--- config.mk ---
export PLATFORM = sky130hd
export DESIGN_NAME = uri_component_splitter
export DESIGN_NICKNAME = d
export VERILOG_FILES = /design/src/rtl/core/uri_split_pkg.sv /design/src/rtl/core/uri_component_splitter.sv
export SDC_FILE = /design/constraint.sdc
export NUM_CORES = 1
export LEC_CHECK = 0
export BUFFER_PORTS_ARGS = -buffer_cell sky130_fd_sc_hd__clkbuf_2
export CORE_UTILIZATION = 35
export DETAILED_ROUTE_END_ITERATION = 10
export PLACE_DENSITY = 0.66
export SETUP_SLACK_MARGIN = 0.2
export SYNTH_ARGS = -nofsm -noshare
export SYNTH_HDL_FRONTEND = slang
export SYNTH_SLANG_ARGS = --single-unit
--- constraint.sdc ---
create_clock -name i_clk -period 2.6 [get_ports i_clk]
set_clock_uncertainty 0.05 [all_clocks]
set_input_delay 0.26 -clock i_clk [delete_from_list [all_inputs] [get_ports i_clk]]
set_output_delay 0.26 -clock i_clk [all_outputs]
set_load 0.1 [all_outputs]
--- src/rtl/core/uri_split_pkg.sv ---
// ============================================================================
// URI splitter package
// Length limit, derived widths, parser phases and character class helpers.
// ============================================================================
package uri_split_pkg;

    // Longest string that is parsed; later bytes only raise the overflow flag
    localparam int MAX_LEN = 4096;

    // Position counter holds 0 .. MAX_LEN
    localparam int POS_W = $clog2(MAX_LEN + 1);

    // Result field widths
    localparam int COLON_W = 12;
    localparam int OFS_W   = 13;
    localparam int OUT_W   = 72;

    // Characters of interest
    localparam logic [7:0] CH_PLUS  = 8'h2B;
    localparam logic [7:0] CH_MINUS = 8'h2D;
    localparam logic [7:0] CH_DOT   = 8'h2E;
    localparam logic [7:0] CH_COLON = 8'h3A;
    localparam logic [7:0] CH_SLASH = 8'h2F;
    localparam logic [7:0] CH_QMARK = 8'h3F;
    localparam logic [7:0] CH_HASH  = 8'h23;

    // Parser phases
    typedef enum logic [2:0] {
        PH_FIRST,
        PH_SCHEME,
        PH_SLASH1,
        PH_SLASH2,
        PH_AUTH,
        PH_PATH,
        PH_QUERY,
        PH_DONE
    } t_phase;

    // ASCII letter
    function automatic logic is_letter(input logic [7:0] b);
        return ((b >= 8'h61) && (b <= 8'h7A)) || ((b >= 8'h41) && (b <= 8'h5A));
    endfunction

    // Letter, digit, plus, minus or dot
    function automatic logic is_scheme_char(input logic [7:0] b);
        return is_letter(b) || ((b >= 8'h30) && (b <= 8'h39)) ||
               (b == CH_PLUS) || (b == CH_MINUS) || (b == CH_DOT);
    endfunction

endpackage

--- src/rtl/core/uri_component_splitter.sv ---
// The result item becomes valid in the cycle after the item marked last is taken.
// One byte item is taken per cycle, also across string borders, while the result output is not held back.
// The parser state and offsets update in the cycle a byte is taken; one output
// register holds the result, and while it waits untaken the byte input stalls.
// Reset (i_rst_n low, synchronous) clears the parser state and drops any
// pending result.
// ============================================================================
// URI component splitter
// Scans a URI byte stream and reports scheme, path, query and fragment
// offsets, the length and the relative, hierarchical and overflow flags.
// ============================================================================
module uri_component_splitter (
    input  logic                          i_clk,
    input  logic                          i_rst_n,
    // Byte input
    input  logic                          s_axis_tvalid,
    output logic                          s_axis_tready,
    input  logic [7:0]                    s_axis_tdata,   // byte_in
    input  logic                          s_axis_tlast,   // is_last
    // Result output
    output logic                          m_axis_tvalid,
    input  logic                          m_axis_tready,
    // relative[0], scheme_colon[12:1], path_start[25:13], query_start[38:26],
    // fragment_start[51:39], total_length[64:52], hierarchical[65],
    // too_long[66], zero[71:67]
    output logic [uri_split_pkg::OUT_W-1:0] m_axis_tdata
);

    localparam int PW = uri_split_pkg::POS_W;
    localparam logic [PW-1:0] LIMIT = PW'(uri_split_pkg::MAX_LEN);

    // Parser state
    uri_split_pkg::t_phase r_phase, n_phase;
    logic [PW-1:0] r_pos, n_pos;
    logic [PW-1:0] r_colon, n_colon;
    logic [PW-1:0] r_path, n_path;
    logic [PW-1:0] r_query, n_query;
    logic [PW-1:0] r_frag, n_frag;
    logic          r_rel, n_rel;
    logic          r_auth, n_auth;
    logic          r_ovf, n_ovf;

    // Output register
    logic                           r_out_valid;
    logic [uri_split_pkg::OUT_W-1:0] r_out_data, n_out_data;

    logic accept;
    logic scan;
    logic [7:0] b;

    // Closed-out offsets for the result
    logic          fin_rel;
    logic [PW-1:0] fin_colon;
    logic [PW-1:0] fin_path;
    logic [PW-1:0] fin_query;
    logic [PW-1:0] fin_frag;

    assign s_axis_tready = !r_out_valid || m_axis_tready;
    assign accept        = s_axis_tvalid && s_axis_tready;
    assign b             = s_axis_tdata;
    assign m_axis_tvalid = r_out_valid;
    assign m_axis_tdata  = r_out_data;

    // Parse one byte, then close the string on the last byte
    always_comb begin
        n_phase = r_phase;
        n_pos   = r_pos;
        n_colon = r_colon;
        n_path  = r_path;
        n_query = r_query;
        n_frag  = r_frag;
        n_rel   = r_rel;
        n_auth  = r_auth;
        n_ovf   = r_ovf;
        scan    = 1'b0;

        if (r_pos < LIMIT) begin
            n_pos = r_pos + PW'(1);
            // Phase step
            unique case (r_phase)
                uri_split_pkg::PH_FIRST: begin
                    if (uri_split_pkg::is_letter(b)) begin
                        n_phase = uri_split_pkg::PH_SCHEME;
                    end else begin
                        n_rel   = 1'b1;
                        n_colon = '0;
                        n_path  = '0;
                        n_phase = uri_split_pkg::PH_PATH;
                        scan    = 1'b1;
                    end
                end
                uri_split_pkg::PH_SCHEME: begin
                    if (b == uri_split_pkg::CH_COLON) begin
                        n_colon = r_pos;
                        n_path  = r_pos + PW'(1);
                        n_phase = uri_split_pkg::PH_SLASH1;
                    end else if (!uri_split_pkg::is_scheme_char(b)) begin
                        n_rel   = 1'b1;
                        n_colon = '0;
                        n_path  = '0;
                        n_phase = uri_split_pkg::PH_PATH;
                        scan    = 1'b1;
                    end
                end
                uri_split_pkg::PH_SLASH1: begin
                    if (b == uri_split_pkg::CH_SLASH) begin
                        n_phase = uri_split_pkg::PH_SLASH2;
                    end else begin
                        n_phase = uri_split_pkg::PH_PATH;
                        scan    = 1'b1;
                    end
                end
                uri_split_pkg::PH_SLASH2: begin
                    if (b == uri_split_pkg::CH_SLASH) begin
                        n_auth  = 1'b1;
                        n_phase = uri_split_pkg::PH_AUTH;
                    end else begin
                        n_phase = uri_split_pkg::PH_PATH;
                        scan    = 1'b1;
                    end
                end
                uri_split_pkg::PH_AUTH: begin
                    if ((b == uri_split_pkg::CH_SLASH) || (b == uri_split_pkg::CH_QMARK) ||
                        (b == uri_split_pkg::CH_HASH)) begin
                        n_path  = r_pos;
                        n_phase = uri_split_pkg::PH_PATH;
                        scan    = 1'b1;
                    end
                end
                default: begin
                    scan = 1'b1;
                end
            endcase

            // Query and fragment marks
            if (scan) begin
                if (n_phase == uri_split_pkg::PH_PATH) begin
                    if (b == uri_split_pkg::CH_HASH) begin
                        n_query = r_pos;
                        n_frag  = r_pos;
                        n_phase = uri_split_pkg::PH_DONE;
                    end else if (b == uri_split_pkg::CH_QMARK) begin
                        n_query = r_pos;
                        n_phase = uri_split_pkg::PH_QUERY;
                    end
                end else if (n_phase == uri_split_pkg::PH_QUERY) begin
                    if (b == uri_split_pkg::CH_HASH) begin
                        n_frag  = r_pos;
                        n_phase = uri_split_pkg::PH_DONE;
                    end
                end
            end
        end else begin
            n_ovf = 1'b1;
        end

        // Fill in absent components with the length, for the result only
        fin_rel   = n_rel;
        fin_colon = n_colon;
        fin_path  = n_path;
        fin_query = n_query;
        fin_frag  = n_frag;
        unique case (n_phase)
            uri_split_pkg::PH_FIRST, uri_split_pkg::PH_SCHEME: begin
                fin_rel   = 1'b1;
                fin_colon = '0;
                fin_path  = '0;
                fin_query = n_pos;
                fin_frag  = n_pos;
            end
            uri_split_pkg::PH_SLASH1, uri_split_pkg::PH_SLASH2,
            uri_split_pkg::PH_PATH: begin
                fin_query = n_pos;
                fin_frag  = n_pos;
            end
            uri_split_pkg::PH_AUTH: begin
                fin_path  = n_pos;
                fin_query = n_pos;
                fin_frag  = n_pos;
            end
            uri_split_pkg::PH_QUERY: begin
                fin_frag  = n_pos;
            end
            default: begin
            end
        endcase

        // Pack the result
        n_out_data        = '0;
        n_out_data[0]     = fin_rel;
        n_out_data[12:1]  = fin_rel ? '0 : uri_split_pkg::COLON_W'(fin_colon);
        n_out_data[25:13] = uri_split_pkg::OFS_W'(fin_path);
        n_out_data[38:26] = uri_split_pkg::OFS_W'(fin_query);
        n_out_data[51:39] = uri_split_pkg::OFS_W'(fin_frag);
        n_out_data[64:52] = uri_split_pkg::OFS_W'(n_pos);
        n_out_data[65]    = fin_rel || n_auth;
        n_out_data[66]    = n_ovf;
    end

    // Parser state: advance on each byte, restart after the last byte
    always_ff @(posedge i_clk) begin
        if (!i_rst_n) begin
            r_phase <= uri_split_pkg::PH_FIRST;
            r_pos   <= '0;
            r_colon <= '0;
            r_path  <= '0;
            r_query <= '0;
            r_frag  <= '0;
            r_rel   <= 1'b0;
            r_auth  <= 1'b0;
            r_ovf   <= 1'b0;
        end else if (accept) begin
            if (s_axis_tlast) begin
                r_phase <= uri_split_pkg::PH_FIRST;
                r_pos   <= '0;
                r_colon <= '0;
                r_path  <= '0;
                r_query <= '0;
                r_frag  <= '0;
                r_rel   <= 1'b0;
                r_auth  <= 1'b0;
                r_ovf   <= 1'b0;
            end else begin
                r_phase <= n_phase;
                r_pos   <= n_pos;
                r_colon <= n_colon;
                r_path  <= n_path;
                r_query <= n_query;
                r_frag  <= n_frag;
                r_rel   <= n_rel;
                r_auth  <= n_auth;
                r_ovf   <= n_ovf;
            end
        end
    end

    // Output valid: set on the last byte, drop when taken
    always_ff @(posedge i_clk) begin
        if (!i_rst_n) begin
            r_out_valid <= 1'b0;
        end else if (accept && s_axis_tlast) begin
            r_out_valid <= 1'b1;
        end else if (m_axis_tready) begin
            r_out_valid <= 1'b0;
        end
    end

    // Output payload: load with the finished string
    always_ff @(posedge i_clk) begin
        if (accept && s_axis_tlast) begin
            r_out_data <= n_out_data;
        end
    end

endmodule
==> reports/results.txt <==
outcome: completed
Hold Path Cell Cnt: 3
share of cells above drive strength 1: 36.9%
VDD IR max: 413 uV
PortBufs: 81
setup tns final: 0 ns
Post-Syn Area: 7070 sq um
Core Util, Final: 49.4%
unrepaired setup endpoints after global routing: yes
Slew @ Worst Pin: 0.949 ns
WL per Instance: 18.2 um
CTS tree: done
Slew Viols, Final: 0
Max Freq: 0.392 GHz
CP startpoint kind: flip-flop
gpl congestion: 0.921
Ports: 87
area growth from synthesis to layout: 37.4%
clk root buf: clkbuf_16
total gr overflow: 0
R2R Path End: m_axis_tdata[42]$_DFFE_PP_
nets: 930
clock transition at the registers of the reported paths: 0.06 ns
max_slew headroom: 35.1%
area leader, netlist: edfxtp_1
Async S/R FF share, synth: 0%
adder and majority gate portion of the synthesized area: 0.354%
via-per-instance ratio: 5.40
Die Ht: 144 um
worst path arrival time: 2.78 ns
Vias: 6,441
Initial Utilization: 36.0%
CP Cell Sequence: or3b_4 -> o31a_1 -> or4_4 -> buf_6 -> buf_16 -> buf_6 -> a21oi_2
Post-synth EDFFs: 67
# rows: 51
number of buffers created by CTS: 17
R2R Setup Slk: 0.05 ns
number of global-route vias before repair: 5,973
Yosys warning count: 0
CP required: 2.83 ns
post-layout min period: 2.55 ns
first-pass GRT wire length: 32.6 mm
worst reg-to-reg path cell count: 7
Clock Latency Late Sink: 0.43 ns
largest family of logic cells by synthesized area: compound AO/OA/AOI/OAI gates
clk buf depth: 2
routing usage on met2: 32.0%
syn avg cell area: 9.52 sq um
Post-Layout Cell Count: 1,193
Compound-Gate Fraction of Synth Area: 22.7%
simple logic cell fraction of the synthesized area: 19.3%
Final Hold Vio Count: 0
first drt pass iteration count: 5
pin count of the biggest net entering global routing: 68
Cell variety after synth: 70
Crit path top cell by count: buf_6
worst r2r src: r_phase[2]$_SDFFE_PN0P_
Inserted Diodes: 0
leakage power: 3.85 nW
Core Area: 19,700 sq um
Yosys reg bits: 138
Routed Antenna Nets: 0
initial antenna violation count: 0
Setup Crit Path Kind: flip-flop to flip-flop
Pwr Density: 576 nW/um^2
Die ar.: 20,800 sq um
ranking of synthesized cells by area: edfxtp_1, dfxtp_1, o21ai_0
Max Cap Viol: 0
total chip power: 5.59 mW
CP max stage cell: or4_4
# setup viols final: 0
CP endpoint kind: flip-flop
GRT Total Usage: 20.8%
chip width: 144 um
Max stage delay on crit path: 0.64 ns
synthesized instance count: 743
Main synth FF type: dfxtp_1
routed wire length: 21.7 mm
Cells after DPL: 1,131
Fin Hold WS: 0.0891 ns
hold crit path type: primary input to flip-flop
DRC violations left: 0
met1 usage in global routing: 28.1%
H-tree depth: 4
post-synthesis sequential area ratio: 48.6%
met3 Usage GRT: 4.83%
Synth Area in XOR/XNOR: 1.61%
post-synthesis mux area share: 1.73%
clk sinks: 138
top cell type's share of synthesized area: 28.5%
Detailed Place HPWL: 14.2 mm
Worst Path Max Fanout: 6
busiest grt layer: met2
worst hold start: m_axis_tready
1st-iter DRT viols: 792
Tcrit/Tclk final: 98.1%
WHS Endpoint: m_axis_tvalid$_SDFFE_PN0P_
==> state kept, by name (all words and copies together) (netlist names) <==
name / count
m_axis_tdata: 67
r_frag: 13
r_path: 13
r_pos: 13
r_query: 13
r_colon: 12
r_phase: 3
m_axis_tvalid: 1
r_auth: 1
r_ovf: 1
r_rel: 1
==> layer usage <==
layer / part of all wire (%) / wire (um) / vias up
met1: 45 / 9810 / 3124
li1: - / - / 3055
met4: 2.2 / 478 / 0
met5: 0 / 0 / -
met3: 6.1 / 1320 / 35
met2: 47 / 10100 / 227
==> cells in the mapped netlist, drive strengths merged, types with 3 or more instances <==
cell type / number
o22ai: 14
a32o: 4
inv: 22
a22oi: 27
a31oi: 4
edfxtp: 67
dfxtp: 71
nand2: 58
a21o: 8
mux2: 10
nand2b: 3
or3b: 3
xnor2: 12
a21boi: 10
o21ai: 47
nor3: 15
a211oi: 16
a22o: 12
or2: 4
nor4: 6
clkbuf: 55
nand4: 5
or3: 5
o2bb2ai: 6
nor3b: 3
nand3: 24
a211o: 4
o21a: 7
and2: 28
and3: 4
a32oi: 5
nor2: 58
a2111oi: 3
buf: 13
nor2b: 35
a21oi: 49
==> cell families (layout without fill, tap and decap cells) <==
| logic type | Yosys count | after routing |
|---|---|---|
| xor+xnor | 13 | 13 |
| compound gates | 230 | 230 |
| mux | 11 | 11 |
| buf+inv | 90 | 271 |
| flops | 138 | 138 |
| fa+ha+maj | 2 | 2 |
| other cells | 1 | 5 |
| simple gates | 258 | 258 |
==> cells in the final DEF, fill, tap and decap left out, types with 5 or more instances in the layout <==
| cell | instances |
|---|---|
| a32oi_1 | 5 |
| a21oi_1 | 32 |
| nor2b_1 | 32 |
| a22oi_1 | 26 |
| nand4_1 | 5 |
| buf_12 | 7 |
| buf_4 | 110 |
| clkbuf_16 | 20 |
| o21ai_0 | 42 |
| o21a_1 | 7 |
| a22o_1 | 12 |
| clkbuf_2 | 81 |
| inv_1 | 21 |
| dfxtp_1 | 67 |
| nor2_4 | 10 |
| edfxtp_1 | 67 |
| nand3_1 | 24 |
| a21oi_2 | 17 |
| nor2_1 | 45 |
| mux2_2 | 10 |
| a211oi_2 | 9 |
| conb_1 | 5 |
| a21boi_0 | 9 |
| xnor2_1 | 11 |
| o2bb2ai_1 | 6 |
| and2_1 | 26 |
| a21o_1 | 8 |
| nand2_1 | 54 |
| buf_6 | 14 |
| nor3_1 | 13 |
| o22ai_1 | 13 |
==> area by class of cell <==
class,instances,area (sq um)
clock inverters,12,165
inverters,22,86.3
well taps,265,332
clock buffers,20,437
repair buffers,217,1660
fillers,1794,9940
flip-flops and latches,138,3450
multi-input cells,519,3590
==> how the worst max path moves through the flow <==
stage / from / to / slack [ns] / cells after the start
global route: r_phase[2]$_SDFFE_PN0P_ / m_axis_tdata[42]$_DFFE_PP_ / 0.003 / 7
detailed placement: s_axis_tdata[3] / m_axis_tdata[46]$_DFFE_PP_ / -0.24 / 9
CTS: r_phase[2]$_SDFFE_PN0P_ / m_axis_tdata[39]$_DFFE_PP_ / 0.08 / 11
floorplan: s_axis_tdata[2] / m_axis_tdata[46]$_DFFE_PP_ / -0.19 / 11
global placement: s_axis_tdata[3] / m_axis_tdata[47]$_DFFE_PP_ / -0.21 / 9
finish: r_phase[2]$_SDFFE_PN0P_ / m_axis_tdata[42]$_DFFE_PP_ / 0.05 / 7
==> critical path, delay by kind of cell, from the launching register on <==
kind / cells / cell delay (ns)
AND/OR/NAND/NOR: 2 / 1.06
AO/OA/AOI/OAI: 2 / 0.48
buffers and inverters: 3 / 0.42
flip-flops: 1 / 0.37
==> per-stage QoR <==
step	setup slack [ns]	instance area, sq um
final	0.0488	9710
after floorplan	-0.185	7160
after global routing	0.00318	9710
after global placement	-0.210	8440
after detailed placement	-0.243	8440
after CTS	0.0760	9300
==> power breakdown <==
part	switching [mW]	internal (mW)	total, mW
Combinational	0.563	0.188	0.750
Clock	0.983	1.52	2.51
Sequential	0.0160	2.32	2.33
==> repair_timing <==
action                     4_1_cts  5_1_grt
hold buffers                     0        0
buffers inserted                12       12
gates resized for setup         26       59
setup endpoints to repair       67       55
gates cloned                     3        3
pin swaps                        7       31
No activity file was read; power rests on OpenSTA's default activity.
